**src/sv/qti_pkg.sv**
```systemverilog
// qti_pkg: shared widths, table geometry and types for the table interpolator
// depends on nothing; used by every module of the block
package qti_pkg;

    localparam int VALUE_BITS = 32;
    localparam int FRAC_BITS  = 16;
    localparam int FRAC_W     = FRAC_BITS + 1;
    localparam logic [FRAC_W-1:0] FRAC_ONE = FRAC_W'(1) << FRAC_BITS;

    // axis index widths (dimensions 8, 32, 8, 32)
    localparam int IA_W = 3;
    localparam int IB_W = 5;
    localparam int IC_W = 3;
    localparam int ID_W = 5;

    // banked by the low bit of each index: 16 banks
    localparam int NUM_BANKS = 16;
    localparam int BANK_W    = 4;
    localparam int BADDR_W   = (IA_W - 1) + (IB_W - 1) + (IC_W - 1) + (ID_W - 1);
    localparam int BANK_DEPTH = 1 << BADDR_W;

    localparam int DIFF_W = VALUE_BITS + 1;
    localparam int PROD_W = DIFF_W + FRAC_W + 1;

    typedef logic signed [VALUE_BITS-1:0] t_value;
    typedef logic [FRAC_W-1:0]            t_frac;
    typedef logic [BADDR_W-1:0]           t_baddr;
    typedef logic signed [PROD_W-1:0]     t_prod;

    // control that travels beside the data
    typedef struct packed {
        logic        valid;
        logic        bad;
        logic        a_zero;
        logic [BANK_W-1:0] lsb;
        t_frac       f0;
        t_frac       f1;
        t_frac       f2;
        t_frac       f3;
    } t_ctrl;

    function automatic t_frac clamp_frac(input logic [FRAC_W-1:0] f);
        clamp_frac = (f > FRAC_ONE) ? FRAC_ONE : f;
    endfunction

    // finish a blend: a + floor(p / 2^FRAC_BITS)
    function automatic t_value lerp_sum(input t_value a, input t_prod p);
        logic signed [DIFF_W-1:0] s;
        s = DIFF_W'(a) + p[FRAC_BITS+DIFF_W-1:FRAC_BITS];
        lerp_sum = s[VALUE_BITS-1:0];
    endfunction

endpackage

```
**src/sv/qti_lerp.sv**
```systemverilog
// qti_lerp: first half of one blend, registers a and (b-a)*f
// depends on qti_pkg; the sum is finished by qti_pkg::lerp_sum on the registered outputs
module qti_lerp (
    input  logic               i_clk,
    input  qti_pkg::t_value    i_a,
    input  qti_pkg::t_value    i_b,
    input  qti_pkg::t_frac     i_f,
    output qti_pkg::t_value    o_a,
    output qti_pkg::t_prod     o_p
);

    logic signed [qti_pkg::DIFF_W-1:0] diff;
    logic signed [qti_pkg::FRAC_W:0]   fs;
    qti_pkg::t_value r_a;
    qti_pkg::t_prod  r_p;

    assign diff = qti_pkg::DIFF_W'(i_b) - qti_pkg::DIFF_W'(i_a);
    assign fs   = {1'b0, i_f};

    always_ff @(posedge i_clk) begin
        r_a <= i_a;
        r_p <= qti_pkg::PROD_W'(diff) * qti_pkg::PROD_W'(fs);
    end

    assign o_a = r_a;
    assign o_p = r_p;

endmodule

```
**config.mk**
```make
export PLATFORM = sky130hd
export DESIGN_NAME = qti_lerp
export DESIGN_NICKNAME = d
export VERILOG_FILES = /design/src/sv/qti_pkg.sv /design/src/sv/qti_lerp.sv
export SDC_FILE = /design/constraint.sdc
export NUM_CORES = 2
export LEC_CHECK = 0
export ABC_AREA = 1
export BUFFER_PORTS_ARGS = -buffer_cell sky130_fd_sc_hd__buf_2
export CORE_ASPECT_RATIO = 0.5
export CORE_MARGIN = 10
export CORE_UTILIZATION = 45
export DETAILED_ROUTE_END_ITERATION = 10
export SYNTH_ARGS = -nofsm -noshare
export SYNTH_HDL_FRONTEND = slang
export SYNTH_SLANG_ARGS = --single-unit
```
**constraint.sdc**
```tcl
create_clock -name i_clk -period 8.3 [get_ports i_clk]
set_clock_uncertainty 0.15 [all_clocks]
set_input_delay 0.415 -clock i_clk [delete_from_list [all_inputs] [get_ports i_clk]]
set_output_delay 0.415 -clock i_clk [all_outputs]
set_load 0.005 [all_outputs]
```
==> metrics.txt <==
vias in the first global route=around 23000; Die ar.=around 68000 um2; GRT overflow=0; I/O pin count=165; cell taking the most area after synthesis=fa_1; Final ANT Viol Nets=0; clock-pin slew on the worst setup and hold paths=~0.07 ns; CP peak stage delay=~0.69 ns; post-synthesis sequential area ratio=0.0648; crit path from=i_a[23]; Die W=358 um; First-pass DRT Iterations=6; Synthesis Warnings=0; share of the synthesized area in the top cell type=0.419; Avg Vias per Cell=~5.0; starting DRC count in detailed routing=1860; Mapped Nets=4247; Port-buffer cells=164; first-pass GRT wire length=between 100000 and 150000 um; average size of a mapped cell=7.38 um2; row count=61; fin crit share=0.953; most used cell, CP=nand2_1; HPWL Detailed=approximately 70000 um; Synth Flop Type=dfxtp_1; CP Class=input port to flop; TritonCTS Buffers=9; crit-path max FO=18; Via Count=22100; Max Cap Viol=0; Total GRT Usage=0.252; WP data required=8.43 ns; nets@finish=4421; wire per inst=18.7 um; Worst-Margin Slew=1.03 ns; Tmin final=7.91 ns; Fin. Hold Viols=0; Placeable Area=55900 um2; main area contributors after synthesis=fa_1 (42%), inv_1 (15%), nand2_1 (12%), ha_1 (7.4%), dfxtp_1 (6.5%); Hold Crit Class=input port to flop; Clock Sink Count=83; Synth Instances=about 3500; RSZ-0062 raised after global routing=no; CP max stage cell=fa_1; Post-DP Area=27400 um2; routability cong.=1.00; clk buf depth=2; maximum clock frequency=0.126 GHz; crit path capture=o_p[47]; DRC errors left=0; Yosys cell types=38; Synth Cell Area=25600 um2; pre-CTS setup slack=0.173 ns; largest net degree at the start of global routing=34; type of origin of the critical path=input port; die height=189 um; Async SR Flop Fraction=0; Post-synth EDFFs=0; synth cell count leaders=inv_1 (1000), nand2_1 (793), fa_1 (537), nor2_1 (344), nand3_1 (241); Final setup viols=0; Slew HR=0.312; final instance area=28000 um2; crit end category=flop; CTS tree=yes; setup TNS=0 ns; Final WS setup=0.391 ns; Max H-tree Level=3; synthesized flop and latch total=83; status=completed; most common cell in the netlist=inv_1; Root Buffer=clkbuf_16; n_diodes=0; share of cells above drive strength 1=0.0955; Slew Viols, Final=0; Area Overhead vs Synth=9.39%; arrival time worst endpoint=between 8 and 9 ns; initial antenna violation count=0; initial core utilization=0.458; Total Wirelength=82600 um
==> stage by stage <==
| stage | hold WS [ns] | instances | utilization |
|---|---|---|---|
| finish | 0.0210 | 4411 | 0.501 |
| global route | 0.0296 | 4411 | 0.501 |
| CTS | 0.00602 | 4407 | 0.500 |
| detailed placement | 0.384 | 4360 | 0.489 |
| global placement | 0.381 | 4360 | 0.489 |
| floorplan | 0.293 | 3476 | - |
==> how the worst min path moves through the flow <==
stage	from	to	slack (ns)	cells after the start
after CTS	i_a[1]	o_a[1]	0.006	1
final	i_a[1]	o_a[1]	0.02	1
after floorplan	i_a[0]	o_a[0]	0.29	0
after global placement	i_a[6]	o_a[6]	0.38	1
after detailed placement	i_a[9]	o_a[9]	0.38	1
after global routing	i_a[1]	o_a[1]	0.03	1
==> worst max-delay path: cells and delay by family <==
family / cells / cell delay [ns]
fa+ha+maj: 8 / 4.15
simple gates: 15 / 2.33
buf+inv: 8 / 1.12
==> routing by layer <==
| metal | up-vias | GRT usage | part of all wire |
|---|---|---|---|
| li1 | 10300 | - | - |
| met4 | 0 | 0.0731 | 0.028 |
| met5 | - | 0 | 0 |
| met3 | 128 | 0.0788 | 0.11 |
| met1 | 10700 | 0.343 | 0.44 |
| met2 | 923 | 0.380 | 0.42 |
==> cell type report <==
| cell class | instances | area, um2 |
|---|---|---|
| Fill cell | 5637 | 27900 |
| Multi-Input combinational cell | 2296 | 19800 |
| Inverter | 1019 | 3820 |
| Sequential cell | 83 | 1660 |
| Timing Repair Buffer | 241 | 1480 |
| Tap cell | 756 | 946 |
| Clock buffer | 9 | 225 |
| Clock inverter | 7 | 71.3 |
==> cell usage in the layout, fill, tap and decap left out, drive strengths merged <==
| cell | instances |
|---|---|
| a21o | 2 |
| buf | 210 |
| nand4 | 19 |
| nand3 | 254 |
| nor4 | 1 |
| nand2 | 842 |
| dlygate4sd3 | 31 |
| nor3 | 13 |
| inv | 1017 |
| dfxtp | 83 |
| clkinvlp | 2 |
| and3 | 2 |
| fa | 537 |
| clkbuf | 9 |
| or2 | 14 |
| xor2 | 26 |
| and2 | 8 |
| a21oi | 55 |
| ha | 152 |
| o21ai | 2 |
| nand3b | 8 |
| o21bai | 9 |
| clkinv | 7 |
| xnor2 | 3 |
| nor2 | 349 |
==> what timing repair did <==
action / 4_1_cts / 5_1_grt
setup endpoints to repair: 0 / 17
hold buffers: 31 / 0
endpoints found under the hold margin: 31 / 0
buffers inserted: 0 / 4
resized for setup: 0 / 14
==> sequential cells by signal, indices dropped and copies added (netlist names) <==
register / cells
o_p: 51
o_a: 32
==> kinds of logic (layout without fill, tap and decap cells) <==
family	Yosys count	count (layout)	synth area share
compound gates	68	68	0.0148
xor+xnor	29	29	0.00991
fa+ha+maj	689	689	0.493
buf+inv	1097	1276	0.163
flops	83	83	0.0648
simple gates	1510	1510	0.254
Power is not shown: default switching activity piles up to over one toggle a cycle in this logic, so the estimate is an artifact.
